[src/rtl/mesp_pkg.sv]
// ---------------------------------------------------------------------------
// mesp_pkg
// types and constants shared by the midi event stream parser
// ---------------------------------------------------------------------------
`default_nettype none

package mesp_pkg;

    // longest variable-length size field, in bytes
    localparam int unsigned MAX_LENGTH_BYTES = 4;
    localparam logic [2:0]  MAX_LEN_CNT      = 3'(MAX_LENGTH_BYTES);

    localparam int unsigned IN_DATA_W  = 40;
    localparam int unsigned OUT_DATA_W = 144;

    localparam logic [23:0] DEFAULT_TEMPO = 24'd500000;
    localparam logic [7:0]  HI_MASK       = 8'hF0;
    localparam logic [7:0]  CH_MASK       = 8'h0F;
    localparam logic [7:0]  DATA_MASK     = 8'h7F;
    localparam logic [7:0]  NONE_BYTE     = 8'hFF;

    // status bytes and meta types
    localparam logic [7:0] ST_NOTE_OFF  = 8'h80;
    localparam logic [7:0] ST_NOTE_ON   = 8'h90;
    localparam logic [7:0] ST_PROGRAM   = 8'hC0;
    localparam logic [7:0] ST_CH_PRESS  = 8'hD0;
    localparam logic [7:0] ST_SYSEX     = 8'hF0;
    localparam logic [7:0] ST_SYSEX_ESC = 8'hF7;
    localparam logic [7:0] ST_META      = 8'hFF;
    localparam logic [7:0] MT_CH_PREFIX = 8'h20;
    localparam logic [7:0] MT_PORT      = 8'h21;
    localparam logic [7:0] MT_TEMPO     = 8'h51;

    typedef enum logic [2:0] {
        KIND_CHANNEL   = 3'd0,
        KIND_META_HDR  = 3'd1,
        KIND_SYSEX_HDR = 3'd2,
        KIND_PAYLOAD   = 3'd3,
        KIND_NO_STATUS = 3'd4,
        KIND_UNKNOWN   = 3'd5,
        KIND_TOO_LONG  = 3'd6
    } t_kind;

    typedef enum logic [5:0] {
        PH_IDLE     = 6'b000001,
        PH_DATA1    = 6'b000010,
        PH_DATA2    = 6'b000100,
        PH_METATYPE = 6'b001000,
        PH_LENGTH   = 6'b010000,
        PH_PAYLOAD  = 6'b100000
    } t_phase;

    typedef struct packed {
        logic [7:0]  in_byte;
        logic [31:0] event_time;
    } t_item;

    typedef struct packed {
        t_kind       kind;
        logic [7:0]  status;
        logic [7:0]  data_first;
        logic [7:0]  data_second;
        logic [7:0]  meta_code;
        logic [27:0] payload_length;
        logic [7:0]  payload_byte;
        logic        last;
        logic [7:0]  channel_now;
        logic [7:0]  port_now;
        logic [23:0] tempo;
        logic [31:0] event_tick;
    } t_result;

endpackage

`default_nettype wire

[src/rtl/mesp_in_reg.sv]
// ---------------------------------------------------------------------------
// mesp_in_reg
// input register stage holding one stream byte and its tick time
// ---------------------------------------------------------------------------
`default_nettype none

module mesp_in_reg
    import mesp_pkg::*;
(
    input  wire logic  i_clk,
    input  wire logic  i_rst_n,
    input  wire logic  i_valid,
    output logic       o_ready,
    input  wire t_item i_item,
    input  wire logic  i_advance,
    output logic       o_valid,
    output t_item      o_item
);

    logic  r_valid;
    t_item r_item;
    logic  w_load;

    assign o_ready = !r_valid || i_advance;
    assign w_load  = i_valid && o_ready;
    assign o_valid = r_valid;
    assign o_item  = r_item;

    always_ff @(posedge i_clk) begin
        if (!i_rst_n) begin
            r_valid <= 1'b0;
        end else if (w_load) begin
            r_valid <= 1'b1;
        end else if (i_advance) begin
            r_valid <= 1'b0;
        end
    end

    always_ff @(posedge i_clk) begin
        if (w_load) begin
            r_item <= i_item;
        end
    end

endmodule

`default_nettype wire

[src/rtl/mesp_core.sv]
// ---------------------------------------------------------------------------
// mesp_core
// parse state and combinational decode of one event byte
// ---------------------------------------------------------------------------
`default_nettype none

module mesp_core
    import mesp_pkg::*;
(
    input  wire logic  i_clk,
    input  wire logic  i_rst_n,
    input  wire logic  i_step,
    input  wire t_item i_item,
    output logic       o_res_valid,
    output t_result    o_res
);

    t_phase      r_phase, n_phase;
    logic [7:0]  r_running, n_running;
    logic [7:0]  r_ev_status, n_ev_status;
    logic [7:0]  r_held, n_held;
    logic [7:0]  r_meta_code, n_meta_code;
    logic [27:0] r_len_acc, n_len_acc;
    logic [2:0]  r_len_cnt, n_len_cnt;
    logic [27:0] r_remain, n_remain;
    logic [7:0]  r_first_pl, n_first_pl;
    logic [23:0] r_tempo_acc, n_tempo_acc;
    logic [7:0]  r_chan, n_chan;
    logic [7:0]  r_port, n_port;
    logic [31:0] r_tick, n_tick;

    logic [7:0]  w_byte;
    logic        w_is_meta;
    logic [7:0]  w_mt;
    logic [2:0]  w_cnt_inc;
    logic [27:0] w_acc_next;
    logic        w_pl_last;

    assign w_byte     = i_item.in_byte;
    assign w_is_meta  = (r_ev_status == ST_META);
    assign w_mt       = w_is_meta ? r_meta_code : NONE_BYTE;
    assign w_cnt_inc  = r_len_cnt + 3'd1;
    assign w_acc_next = {r_len_acc[20:0], w_byte[6:0]};
    assign w_pl_last  = (r_remain <= 28'd1);

    always_comb begin
        logic       first_go;
        logic       finish_go;
        logic [7:0] fin_d1;
        logic [7:0] fin_d2;
        logic [7:0] hi;

        n_phase     = r_phase;
        n_running   = r_running;
        n_ev_status = r_ev_status;
        n_held      = r_held;
        n_meta_code = r_meta_code;
        n_len_acc   = r_len_acc;
        n_len_cnt   = r_len_cnt;
        n_remain    = r_remain;
        n_first_pl  = r_first_pl;
        n_tempo_acc = r_tempo_acc;
        n_chan      = r_chan;
        n_port      = r_port;
        n_tick      = r_tick;

        first_go  = 1'b0;
        finish_go = 1'b0;
        fin_d1    = w_byte;
        fin_d2    = NONE_BYTE;
        hi        = 8'd0;

        o_res_valid          = 1'b0;
        o_res.kind           = KIND_CHANNEL;
        o_res.status         = r_ev_status;
        o_res.data_first     = 8'd0;
        o_res.data_second    = NONE_BYTE;
        o_res.meta_code      = NONE_BYTE;
        o_res.payload_length = 28'd0;
        o_res.payload_byte   = 8'd0;
        o_res.last           = 1'b1;
        o_res.tempo          = DEFAULT_TEMPO;

        if (i_step) begin
            case (r_phase)
                PH_DATA1: begin
                    first_go = 1'b1;
                end
                PH_DATA2: begin
                    finish_go = 1'b1;
                    fin_d1    = r_held;
                    fin_d2    = w_byte;
                end
                PH_METATYPE: begin
                    n_meta_code = w_byte;
                    n_len_acc   = 28'd0;
                    n_len_cnt   = 3'd0;
                    n_phase     = PH_LENGTH;
                end
                PH_LENGTH: begin
                    n_len_cnt = w_cnt_inc;
                    n_len_acc = w_acc_next;
                    if (w_byte[7]) begin
                        if (w_cnt_inc >= MAX_LEN_CNT) begin
                            n_phase         = PH_IDLE;
                            o_res_valid     = 1'b1;
                            o_res.kind      = KIND_TOO_LONG;
                            o_res.meta_code = w_mt;
                        end
                    end else begin
                        n_remain    = w_acc_next;
                        n_first_pl  = NONE_BYTE;
                        n_tempo_acc = 24'd0;
                        if (w_acc_next == 28'd0) begin
                            n_phase = PH_IDLE;
                            // zero-length prefix meta sets the prefix to none
                            if (w_is_meta && r_meta_code == MT_CH_PREFIX) begin
                                n_chan = NONE_BYTE;
                            end else if (w_is_meta && r_meta_code == MT_PORT) begin
                                n_port = NONE_BYTE;
                            end
                        end else begin
                            n_phase = PH_PAYLOAD;
                        end
                        o_res_valid          = 1'b1;
                        o_res.kind           = w_is_meta ? KIND_META_HDR : KIND_SYSEX_HDR;
                        o_res.meta_code      = w_mt;
                        o_res.payload_length = w_acc_next;
                        o_res.last           = (w_acc_next == 28'd0);
                    end
                end
                PH_PAYLOAD: begin
                    if (r_remain == r_len_acc) begin
                        n_first_pl = w_byte;
                    end
                    n_tempo_acc = {r_tempo_acc[15:0], w_byte};
                    n_remain    = w_pl_last ? 28'd0 : r_remain - 28'd1;
                    if (w_pl_last) begin
                        n_phase = PH_IDLE;
                        if (w_is_meta && r_meta_code == MT_CH_PREFIX) begin
                            n_chan = n_first_pl;
                        end else if (w_is_meta && r_meta_code == MT_PORT) begin
                            n_port = n_first_pl;
                        end else if (w_is_meta && r_meta_code == MT_TEMPO
                                     && r_len_acc == 28'd3) begin
                            o_res.tempo = n_tempo_acc;
                        end
                    end
                    o_res_valid          = 1'b1;
                    o_res.kind           = KIND_PAYLOAD;
                    o_res.meta_code      = w_mt;
                    o_res.payload_length = r_len_acc;
                    o_res.payload_byte   = w_byte;
                    o_res.last           = w_pl_last;
                end
                default: begin
                    // idle, and any stray phase code, starts a new event
                    n_phase = PH_IDLE;
                    n_tick  = i_item.event_time;
                    if (!w_byte[7]) begin
                        if (!r_running[7]) begin
                            o_res_valid  = 1'b1;
                            o_res.kind   = KIND_NO_STATUS;
                            o_res.status = r_running;
                        end else begin
                            n_ev_status = r_running;
                            first_go    = 1'b1;
                        end
                    end else if (w_byte < ST_SYSEX) begin
                        n_running   = w_byte;
                        n_ev_status = w_byte;
                        n_phase     = PH_DATA1;
                    end else if (w_byte == ST_SYSEX || w_byte == ST_SYSEX_ESC
                                 || w_byte == ST_META) begin
                        n_ev_status = w_byte;
                        n_len_acc   = 28'd0;
                        n_len_cnt   = 3'd0;
                        n_phase     = (w_byte == ST_META) ? PH_METATYPE : PH_LENGTH;
                    end else begin
                        o_res_valid  = 1'b1;
                        o_res.kind   = KIND_UNKNOWN;
                        o_res.status = w_byte;
                    end
                end
            endcase

            hi = n_ev_status & HI_MASK;

            if (first_go) begin
                if (hi == ST_PROGRAM || hi == ST_CH_PRESS) begin
                    finish_go = 1'b1;
                    fin_d1    = w_byte;
                    fin_d2    = NONE_BYTE;
                end else begin
                    n_held  = w_byte;
                    n_phase = PH_DATA2;
                end
            end

            if (finish_go) begin
                if (hi == ST_NOTE_OFF || hi == ST_NOTE_ON) begin
                    fin_d1 = fin_d1 & DATA_MASK;
                    fin_d2 = fin_d2 & DATA_MASK;
                end
                n_chan            = n_ev_status & CH_MASK;
                n_phase           = PH_IDLE;
                o_res_valid       = 1'b1;
                o_res.kind        = KIND_CHANNEL;
                o_res.status      = n_ev_status;
                o_res.data_first  = fin_d1;
                o_res.data_second = fin_d2;
            end
        end

        o_res.channel_now = n_chan;
        o_res.port_now    = n_port;
        o_res.event_tick  = n_tick;
    end

    always_ff @(posedge i_clk) begin
        if (!i_rst_n) begin
            r_phase     <= PH_IDLE;
            r_running   <= 8'd0;
            r_ev_status <= 8'd0;
            r_held      <= 8'd0;
            r_meta_code <= 8'd0;
            r_len_acc   <= 28'd0;
            r_len_cnt   <= 3'd0;
            r_remain    <= 28'd0;
            r_first_pl  <= NONE_BYTE;
            r_tempo_acc <= 24'd0;
            r_chan      <= 8'd0;
            r_port      <= 8'd0;
            r_tick      <= 32'd0;
        end else begin
            r_phase     <= n_phase;
            r_running   <= n_running;
            r_ev_status <= n_ev_status;
            r_held      <= n_held;
            r_meta_code <= n_meta_code;
            r_len_acc   <= n_len_acc;
            r_len_cnt   <= n_len_cnt;
            r_remain    <= n_remain;
            r_first_pl  <= n_first_pl;
            r_tempo_acc <= n_tempo_acc;
            r_chan      <= n_chan;
            r_port      <= n_port;
            r_tick      <= n_tick;
        end
    end

endmodule

`default_nettype wire

[src/rtl/mesp_out_reg.sv]
// ---------------------------------------------------------------------------
// mesp_out_reg
// result register facing the output stream
// ---------------------------------------------------------------------------
`default_nettype none

module mesp_out_reg
    import mesp_pkg::*;
(
    input  wire logic    i_clk,
    input  wire logic    i_rst_n,
    input  wire logic    i_res_valid,
    input  wire t_result i_res,
    input  wire logic    i_ready,
    output logic         o_advance,
    output logic         o_valid,
    output t_result      o_res
);

    logic    r_valid;
    t_result r_res;

    // register is free when empty or being drained this cycle
    assign o_advance = !r_valid || i_ready;
    assign o_valid   = r_valid;
    assign o_res     = r_res;

    always_ff @(posedge i_clk) begin
        if (!i_rst_n) begin
            r_valid <= 1'b0;
        end else if (o_advance) begin
            r_valid <= i_res_valid;
        end
    end

    always_ff @(posedge i_clk) begin
        if (o_advance && i_res_valid) begin
            r_res <= i_res;
        end
    end

endmodule

`default_nettype wire

[src/rtl/midi_event_stream_parser.sv]
// ---------------------------------------------------------------------------
// midi_event_stream_parser
// running-status midi file event parser, one event-body byte per request
// ---------------------------------------------------------------------------
// takes one byte of midi file event bodies (no delta times) per request and
// gives at most one result per byte. throughput is one byte per clock while
// the result stream does not stall; each byte is held in the input register
// and its result is stored in the result register as it moves on. the rate
// is set by the combinational decode between the two registers, which reads
// and updates the whole parse state in one pass. bytes that only advance
// the parse (status, first data of a two-byte message, meta type, length
// continuation) give no result. channel messages come out whole, meta and
// sysex give a header carrying the decoded size and then one payload result
// per byte with tlast on the final one. error kinds (no running status,
// unknown system status, size field too long) are single results with tlast.
// ---------------------------------------------------------------------------
`default_nettype none

module midi_event_stream_parser
    import mesp_pkg::*;
(
    input  wire logic                  i_clk,
    input  wire logic                  i_rst_n,
    // input stream
    input  wire logic                  i_s_axis_tvalid,
    output logic                       o_s_axis_tready,
    // [7:0] in_byte, [39:8] event_time
    input  wire logic [IN_DATA_W-1:0]  i_s_axis_tdata,
    // result stream
    output logic                       o_m_axis_tvalid,
    input  wire logic                  i_m_axis_tready,
    // [7:0] status, [15:8] data_first, [23:16] data_second, [31:24] meta_code,
    // [59:32] payload_length, [67:60] payload_byte, [75:68] channel_now,
    // [83:76] port_now, [107:84] tempo, [139:108] event_tick, [143:140] zero
    output logic [OUT_DATA_W-1:0]      o_m_axis_tdata,
    // [2:0] kind
    output logic [2:0]                 o_m_axis_tuser,
    // last
    output logic                       o_m_axis_tlast
);

    t_item   w_in_item;
    t_item   w_stage_item;
    logic    w_stage_valid;
    logic    w_advance;
    logic    w_step;
    logic    w_res_valid;
    t_result w_res;
    t_result w_out;

    assign w_in_item.in_byte    = i_s_axis_tdata[7:0];
    assign w_in_item.event_time = i_s_axis_tdata[39:8];

    // input register, emptied whenever the result register can take a result
    mesp_in_reg u_in_reg (
        .i_clk     (i_clk),
        .i_rst_n   (i_rst_n),
        .i_valid   (i_s_axis_tvalid),
        .o_ready   (o_s_axis_tready),
        .i_item    (w_in_item),
        .i_advance (w_advance),
        .o_valid   (w_stage_valid),
        .o_item    (w_stage_item)
    );

    // a held byte is decoded in the cycle it moves on
    assign w_step = w_stage_valid && w_advance;

    mesp_core u_core (
        .i_clk       (i_clk),
        .i_rst_n     (i_rst_n),
        .i_step      (w_step),
        .i_item      (w_stage_item),
        .o_res_valid (w_res_valid),
        .o_res       (w_res)
    );

    mesp_out_reg u_out_reg (
        .i_clk       (i_clk),
        .i_rst_n     (i_rst_n),
        .i_res_valid (w_res_valid),
        .i_res       (w_res),
        .i_ready     (i_m_axis_tready),
        .o_advance   (w_advance),
        .o_valid     (o_m_axis_tvalid),
        .o_res       (w_out)
    );

    // pack result fields, lowest first
    assign o_m_axis_tdata = {4'd0,
                             w_out.event_tick,
                             w_out.tempo,
                             w_out.port_now,
                             w_out.channel_now,
                             w_out.payload_byte,
                             w_out.payload_length,
                             w_out.meta_code,
                             w_out.data_second,
                             w_out.data_first,
                             w_out.status};
    assign o_m_axis_tuser = w_out.kind;
    assign o_m_axis_tlast = w_out.last;

endmodule

`default_nettype wire

[config.mk]
export PLATFORM = sky130hd
export DESIGN_NAME = midi_event_stream_parser
export DESIGN_NICKNAME = d
export VERILOG_FILES = /design/src/rtl/mesp_pkg.sv /design/src/rtl/mesp_in_reg.sv /design/src/rtl/mesp_core.sv /design/src/rtl/mesp_out_reg.sv /design/src/rtl/midi_event_stream_parser.sv
export SDC_FILE = /design/constraint.sdc
export NUM_CORES = 1
export LEC_CHECK = 0
export ABC_AREA = 1
export ABC_CLOCK_PERIOD_IN_PS = 5900
export BUFFER_PORTS_ARGS = -buffer_cell sky130_fd_sc_hd__buf_4
export CORE_AREA = 2 2 190 192
export DETAILED_ROUTE_END_ITERATION = 10
export DIE_AREA = 0 0 192 194
export PLACE_DENSITY = 0.66
export SETUP_SLACK_MARGIN = 0.05
export SLEW_MARGIN = 20
export SYNTH_ARGS = -nofsm -noshare
export SYNTH_HDL_FRONTEND = slang
export SYNTH_SLANG_ARGS = --single-unit
export TNS_END_PERCENT = 5
[constraint.sdc]
create_clock -name i_clk -period 5.9 [get_ports i_clk]
set_input_delay 1.18 -clock i_clk [delete_from_list [all_inputs] [get_ports i_clk]]
set_output_delay 1.18 -clock i_clk [all_outputs]
set_load 0.02 [all_outputs]
==> results of run 1 <==
-- cells in the mapped netlist (10+ instances only) --
cell	count
o21ai_0	147
clkbuf_1	57
edfxtp_1	184
nor2_2	10
nor2_1	258
dfxtp_1	171
o22ai_1	19
nand4_1	24
xor2_1	11
a21oi_1	125
o21ai_1	13
a221oi_1	10
inv_1	215
xnor2_1	22
nand2_1	293
a22oi_1	29
nand3_1	41
buf_2	15
-- metrics by stage --
step / std cells / hold WS [ns] / cell area (um^2)
floorplan: 1756 / 0.421 / 15600
global placement: 2330 / 0.433 / 17300
detailed placement: 2330 / 0.441 / 17300
CTS: 2400 / 0.450 / 18600
global route: 2400 / 0.464 / 18600
finish: 2400 / 0.449 / 18600
-- where the power goes --
part	switching [mW]	internal (mW)
sequential	0.0374	2.68
clock	0.974	1.46
combinational	0.247	0.116
total	1.26	4.25
-- worst max-delay path, cell delays in order (launching register included) --
cell     delay, ns
dfxtp_1       0.40
nor2_2        0.09
nand3_4       0.27
nand3_2       0.17
nor2_4        0.30
nand2_4       0.13
nand2_1       0.07
nand2_1       0.13
nor2_4        0.15
nand3_4       0.13
nand2_4       0.14
nand2_4       0.13
nand2_4       0.50
buf_4         0.74
-- metal layers --
layer  global-route usage  routed length (um)  up-vias
met4               0.0636                 989        0
met2                0.343               18500      491
li1                     -                   -     6147
met5                    0                   0        -
met1                0.310               18600     5843
met3               0.0516                3450       78
-- placed cells by master, fill, tap and decap left out, drive strengths merged, types with 3 or more instances in the layout --
cell type / instances
o221a: 4
xor2: 11
bufinv: 5
o211ai: 3
nor3: 12
edfxtp: 184
buf: 199
a22oi: 29
nand4: 26
nor4: 8
a21oi: 127
a221oi: 11
a31oi: 5
or2: 5
nand3: 49
clkinv: 13
o21ai: 161
nor2: 274
ha: 3
nand2: 298
xnor2: 22
inv: 226
dfxtp: 171
o22ai: 19
o21a: 8
conb: 4
a211oi: 3
clkbuf: 50
-- registers in the layout (all words and copies together), names as in the netlist --
signal	flops
u_core.r_remain	28
u_core.r_tick	32
u_in_reg.o_item	40
u_out_reg.o_res	144
u_core.r_held	8
u_core.r_ev_status	8
u_core.r_port	8
u_core.r_len_acc	28
u_core.r_tempo_acc	16
u_core.r_running	8
u_core.r_chan	8
u_core.r_phase	6
u_core.r_first_pl	8
u_core.r_len_cnt	3
u_in_reg.o_valid	1
u_out_reg.o_valid	1
u_core.r_meta_code	8
-- cell type report --
class / instances / area, um^2
fill: 3208 / 16700
timing repair buffer: 199 / 1490
sequential: 355 / 8950
clock buffer: 50 / 1030
inverter: 225 / 845
tap: 461 / 577
multi-input combinational: 1090 / 5430
clock inverter: 20 / 241
-- kinds of logic after synthesis --
kind of cell | Yosys count | synth area share
simple gates | 674 | 0.189
other cells | 1 | 0.000241
buf+inv | 311 | 0.0793
fa+ha+maj | 3 | 0.00241
xor+xnor | 33 | 0.0185
flops | 355 | 0.574
compound gates | 376 | 0.137
-- final timing paths --
| check | endpoint | depth (start not counted) | slack, ns |
|---|---|---|---|
| setup / recovery | u_out_reg.o_res[78]$_SDFFCE_PN0P_ | 13 | 2.02 |
| hold / removal | u_core.r_held[0]$_SDFFE_PN0P_ | 2 | 0.45 |
| setup reg to reg | u_out_reg.o_res[78]$_SDFFCE_PN0P_ | 13 | 2.02 |
| hold reg to reg | u_core.r_held[0]$_SDFFE_PN0P_ | 2 | 0.45 |
==> results.md, run 1 <==
* Share of the synthesized area in the top cell type at 0.354
* Share of cells above drive strength 1 at 0.162
* Post-CTS Resized at 0
* Fin worst setup slack at roughly 2.0 ns
* Final setup vio count at 0
* Clk_lat worst skew at ~0.54 ns
* Slew @ Worst Pin at 1.03 ns
* Largest net degree at the start of global routing at 80
* Pwr per Cell Area at 297 nW/um^2
* Arr. time, crit path at around 4.0 ns
* Largest area contributor in the synthesized netlist: edfxtp_1
* H-tree depth at 2
* Max-Cap Viols at 0
* CP required at 6.05 ns
* HP Start: u_core.r_held[0]$_SDFFE_PN0P_
* Yosys cell types at between 50 and 60
* DR iter-0 viols at between 1000 and 1500
* Most used DFF post-synth: edfxtp_1
* Worst hold path class: reg -> reg
* Hold Vio Cnt, Final at 0
* Post-synth EDFFs at between 150 and 200
* Avg Cell Area, Syn at between 8 and 9 um^2
* CTS max path bufs at 3
* Seq cells post-synth at approximately 360
* Syn Inst Count at between 1500 and 2000
* Post-synthesis async set-or-reset flop share at 0
* Fin Clk Skew at 0.0212 ns
* Global route overflow at 0
* Core Box Area at between 30000 and 40000 um^2
* NumNets Final at 1956
* R2r startpoint: u_core.r_phase[4]$_SDFFE_PN0P_
* P_leak at about 7.5 nW
* Gp weighted congestion at about 0.89
* Postcts setup bufs at 0
* Pwr Total at between 5 and 6 mW
* Final period util at 0.657
* Mapped cell area at about 16000 um^2
* Die Width at between 150 and 200 um
* First-pass GRT wire length at 64.8 mm
* CTS clock-pin slew for the worst setup and hold paths at approximately 0.060 ns
* Residual DRC at 0
* Slew margin rel. at 0.312
* N_diodes at 0
* DR pass1 iterations at 6
* Startpoint types: flip-flop
* Antenna violations before repair at 0
* Final antenna-violating net count at 0
* RSZ-0062 raised after global routing: false
* Synth area leaders: edfxtp_1 35%, dfxtp_1 22%, nand2_1 7.1%
* Final core occ at 0.527
* Die H at a little under 200 um
* Area growth, synth to finish at 19.1%
* Worst Setup SP: u_core.r_phase[4]$_SDFFE_PN0P_
* Ports at a little under 200
* Wire per inst at 17.3 um
* TritonCTS clock tree: done
* Global router's overall resource usage at 0.221
* Status: finished clean
* Tmin final at 3.88 ns
* Vias in the first global route at approximately 12000
* Critical Path Fanout Max at 68
* Final WL at around 41 mm
* Clock root buffer: clkbuf_16
* Setup TNS at 0 ns
* Total clock buffers created by CTS at 38
* Row Count at 69
* DP HPWL at between 20 and 30 mm
* Buffers on Ports at 189
* Slew Viols, Final at 0
* Starting density of the core at 0.443
* Highest clock rate at 258 MHz
* Vias per cell at around 5.2
* Vias at ~13000
* Dpl ws at roughly 1.7 ns
* Die ar. at roughly 37000 um^2
* Yosys warns at 0
* CTS Sinks at about 360
* Hold Buf Count CTS at 0
* Worst setup EP type: flip-flop
* Crit path kind: reg -> reg
* Max VDD drop at around 0.20 mV
* Sequential area share after synthesis at 0.574
No activity file was read; power rests on OpenSTA's default activity.
==> inputs of run 2 (changes only) <==
--- a/config.mk
+++ b/config.mk
@@ -6,7 +6,7 @@
 export NUM_CORES = 1
 export LEC_CHECK = 0
 export ABC_AREA = 1
-export ABC_CLOCK_PERIOD_IN_PS = 5900
+export ABC_CLOCK_PERIOD_IN_PS = 3500
 export BUFFER_PORTS_ARGS = -buffer_cell sky130_fd_sc_hd__buf_4
 export CORE_AREA = 2 2 190 192
 export DETAILED_ROUTE_END_ITERATION = 10
==> constraint.sdc (replaced) <==
create_clock -name i_clk -period 3.5 [get_ports i_clk]
set_input_delay 0.7 -clock i_clk [delete_from_list [all_inputs] [get_ports i_clk]]
set_output_delay 0.7 -clock i_clk [all_outputs]
set_load 0.02 [all_outputs]
==> run 2 against run 1 <==
Design area increased by 0.81%. Critical endpoint is now u_out_reg.o_res[122]$_SDFFCE_PN1P_. Worst hold slack got worse by 0.11 ns. Flip-flop and latch count did not move.
==> results.md, run 2 (synthesis results as in run 1) <==
* Status: finished clean
* DP HPWL at 29.1 mm (+2.1%)
* Dpl ws at 0.396 ns (-1.29 ns)
* Final setup vio count at 0 (unchanged)
* Final WL at 42.3 mm (+2.0%)
* DR iter-0 viols at 1086 (-9.7%)
* Vias per cell at 5.25 (+0.23%)
* Crit path kind: reg -> reg
* Max-Cap Viols at 0 (unchanged)
* Critical Path Fanout Max at 115 (+69%)
* Die Width at 192 um (unchanged)
* NumNets Final at 1976 (+1.0%)
* Placed insts at 2350 (+0.86%)
* Startpoint types: flip-flop
* Starting density of the core at 0.443 (unchanged)
* Metal3 WL at 3.87 mm (+12%)
* Die H at 194 um (unchanged)
* Vias in the first global route at 12352 (+4.9%)
* Global route overflow at 0 (unchanged)
* Slew Viols, Final at 0 (unchanged)
* Commonest non-fill, non-tap cell in the layout: nand2_1
* Pwr Total at 9.25 mW (+68%)
* Arr. time, crit path at 3.33 ns (-0.70 ns)
* Max VDD drop at 0.456 mV (+130%)
* CTS clock-pin slew for the worst setup and hold paths at 0.06 ns (about the same)
* Antenna violations before repair at 0 (unchanged)
* Hold Buf Count CTS at 0 (unchanged)
* Final core occ at 0.531 (+0.00426)
* RSZ-0062 raised after global routing: false
* Pwr per Cell Area at 494 nW/um^2 (+66%)
* DR pass1 iterations at 5 (-1)
* Gp weighted congestion at 0.951 (+6.5%)
* P_leak at 7.62 nW (+1.1%)
* Residual DRC at 0 (unchanged)
* Total clock buffers created by CTS at 38 (unchanged)
* Area growth, synth to finish at 20.0%
* Ports at 194 (unchanged)
* Fin worst setup slack at 0.327 ns (-1.69 ns)
* Met2 routed WL at 19.0 mm (+2.8%)
* Global router's overall resource usage at 0.227 (+0.00594)
* Slew @ Worst Pin at 0.828 ns (-0.201 ns)
* Max Used Layer: met4
* Share of cells above drive strength 1 at 0.170 (+0.00804)
* CTS Sinks at 355 (unchanged)
* Clock root buffer: clkbuf_16
* Hold Vio Cnt, Final at 0 (unchanged)
* Setup TNS at 0 ns (unchanged)
* Slew margin rel. at 0.448 (+0.137)
* Die ar. at 37200 um^2 (unchanged)
* Final antenna-violating net count at 0 (unchanged)
* Sequential Area at 8950 um^2 (unchanged)
* Largest net degree at the start of global routing at 116 (+45%)
* Fin Clk Skew at 0.0176 ns (-0.00359 ns)
* Non-filler cells in the finished layout at 2420 (+0.83%)
* Final period util at 0.907 (+0.249)
* Row Count at 69 (unchanged)
* Worst setup EP type: flip-flop
* Vias at 12693 (+1.1%)
* Buffers on Ports at 189 (unchanged)
* Area of the multi-input gates at 5440 um^2 (about the same)
* Leading cell types in the layout, fill and taps excluded: 290 x nand2_1, 258 x nor2_1, 218 x buf_4
* Core Box Area at 35200 um^2 (unchanged)
* Post-CTS Resized at 0 (unchanged)
* Fillers at 3262 (+1.7%)
* Clk_lat worst skew at 0.54 ns (about the same)
* Highest clock rate at 315 MHz (+22%)
* H-tree depth at 2 (unchanged)
* CTS max path bufs at 3 (unchanged)
* Wire per inst at 17.5 um (+1.2%)
* CP required at 3.66 ns (-2.39 ns)
* Max reg flops at 144 (unchanged)
* Postcts setup bufs at 0 (unchanged)
* FF-to-FF setup slack at 0.33 ns (-1.69 ns)
* Tmin final at 3.17 ns (-0.706 ns)
* Worst hold path class: in -> reg
* Wl on met1 at 18.1 mm (-2.4%)
* First-pass GRT wire length at 66.9 mm (+3.2%)
* TritonCTS clock tree: done
* N_diodes at 0 (unchanged)
==> run 2: per-layer routing <==
layer | up-vias | track usage
met5 | - | 0
met2 | 556 | 0.356
li1 | 6178 | -
met1 | 5869 | 0.309
met4 | 0 | 0.0761
met3 | 90 | 0.0547
==> run 2: layout make-up <==
class / instances / area share
Inverter: 225 / 0.0451
Timing Repair Buffer: 219 / 0.0885
Multi-Input combinational cell: 1090 / 0.290
Clock inverter: 18 / 0.00762
Sequential cell: 355 / 0.478
Tap cell: 461 / 0.0308
Clock buffer: 52 / 0.0592
==> run 2: report_power, final <==
| part | internal, mW | switching [mW] |
|---|---|---|
| registers | 4.52 | 0.0566 |
| clock network | 2.37 | 1.66 |
| logic | 0.208 | 0.430 |
==> run 2: worst paths after layout <==
check                           startpoint                            endpoint  cells after the start
max          u_in_reg.o_item[35]$_DFFE_PP_  u_out_reg.o_res[122]$_SDFFCE_PN1P_                     12
min                      i_s_axis_tdata[7]       u_in_reg.o_item[39]$_DFFE_PP_                      1
max reg2reg  u_in_reg.o_item[35]$_DFFE_PP_  u_out_reg.o_res[122]$_SDFFCE_PN1P_                     12
min reg2reg  u_core.r_held[5]$_SDFFE_PN0P_       u_core.r_held[5]$_SDFFE_PN0P_                      2
==> run 2: critical path: stages, from the launching register on <==
cell,delay (ns)
edfxtp_1,0.50
inv_2,0.22
nand4_1,0.16
nand4_2,0.15
nand2_1,0.17
o21ai_0,0.21
nand2_1,0.07
nand2_1,0.19
nand3_4,0.16
nand2_4,0.13
nand2_4,0.14
nand2_8,0.10
buf_12,0.47
==> run 2: metrics by stage <==
stage | area (um^2) | hold slack, ns
2_1_floorplan | 15600 | 0.421
3_3_place_gp | 17500 | 0.432
3_5_place_dp | 17500 | 0.439
4_1_cts | 18700 | 0.329
5_1_grt | 18700 | 0.331
6_report | 18700 | 0.341
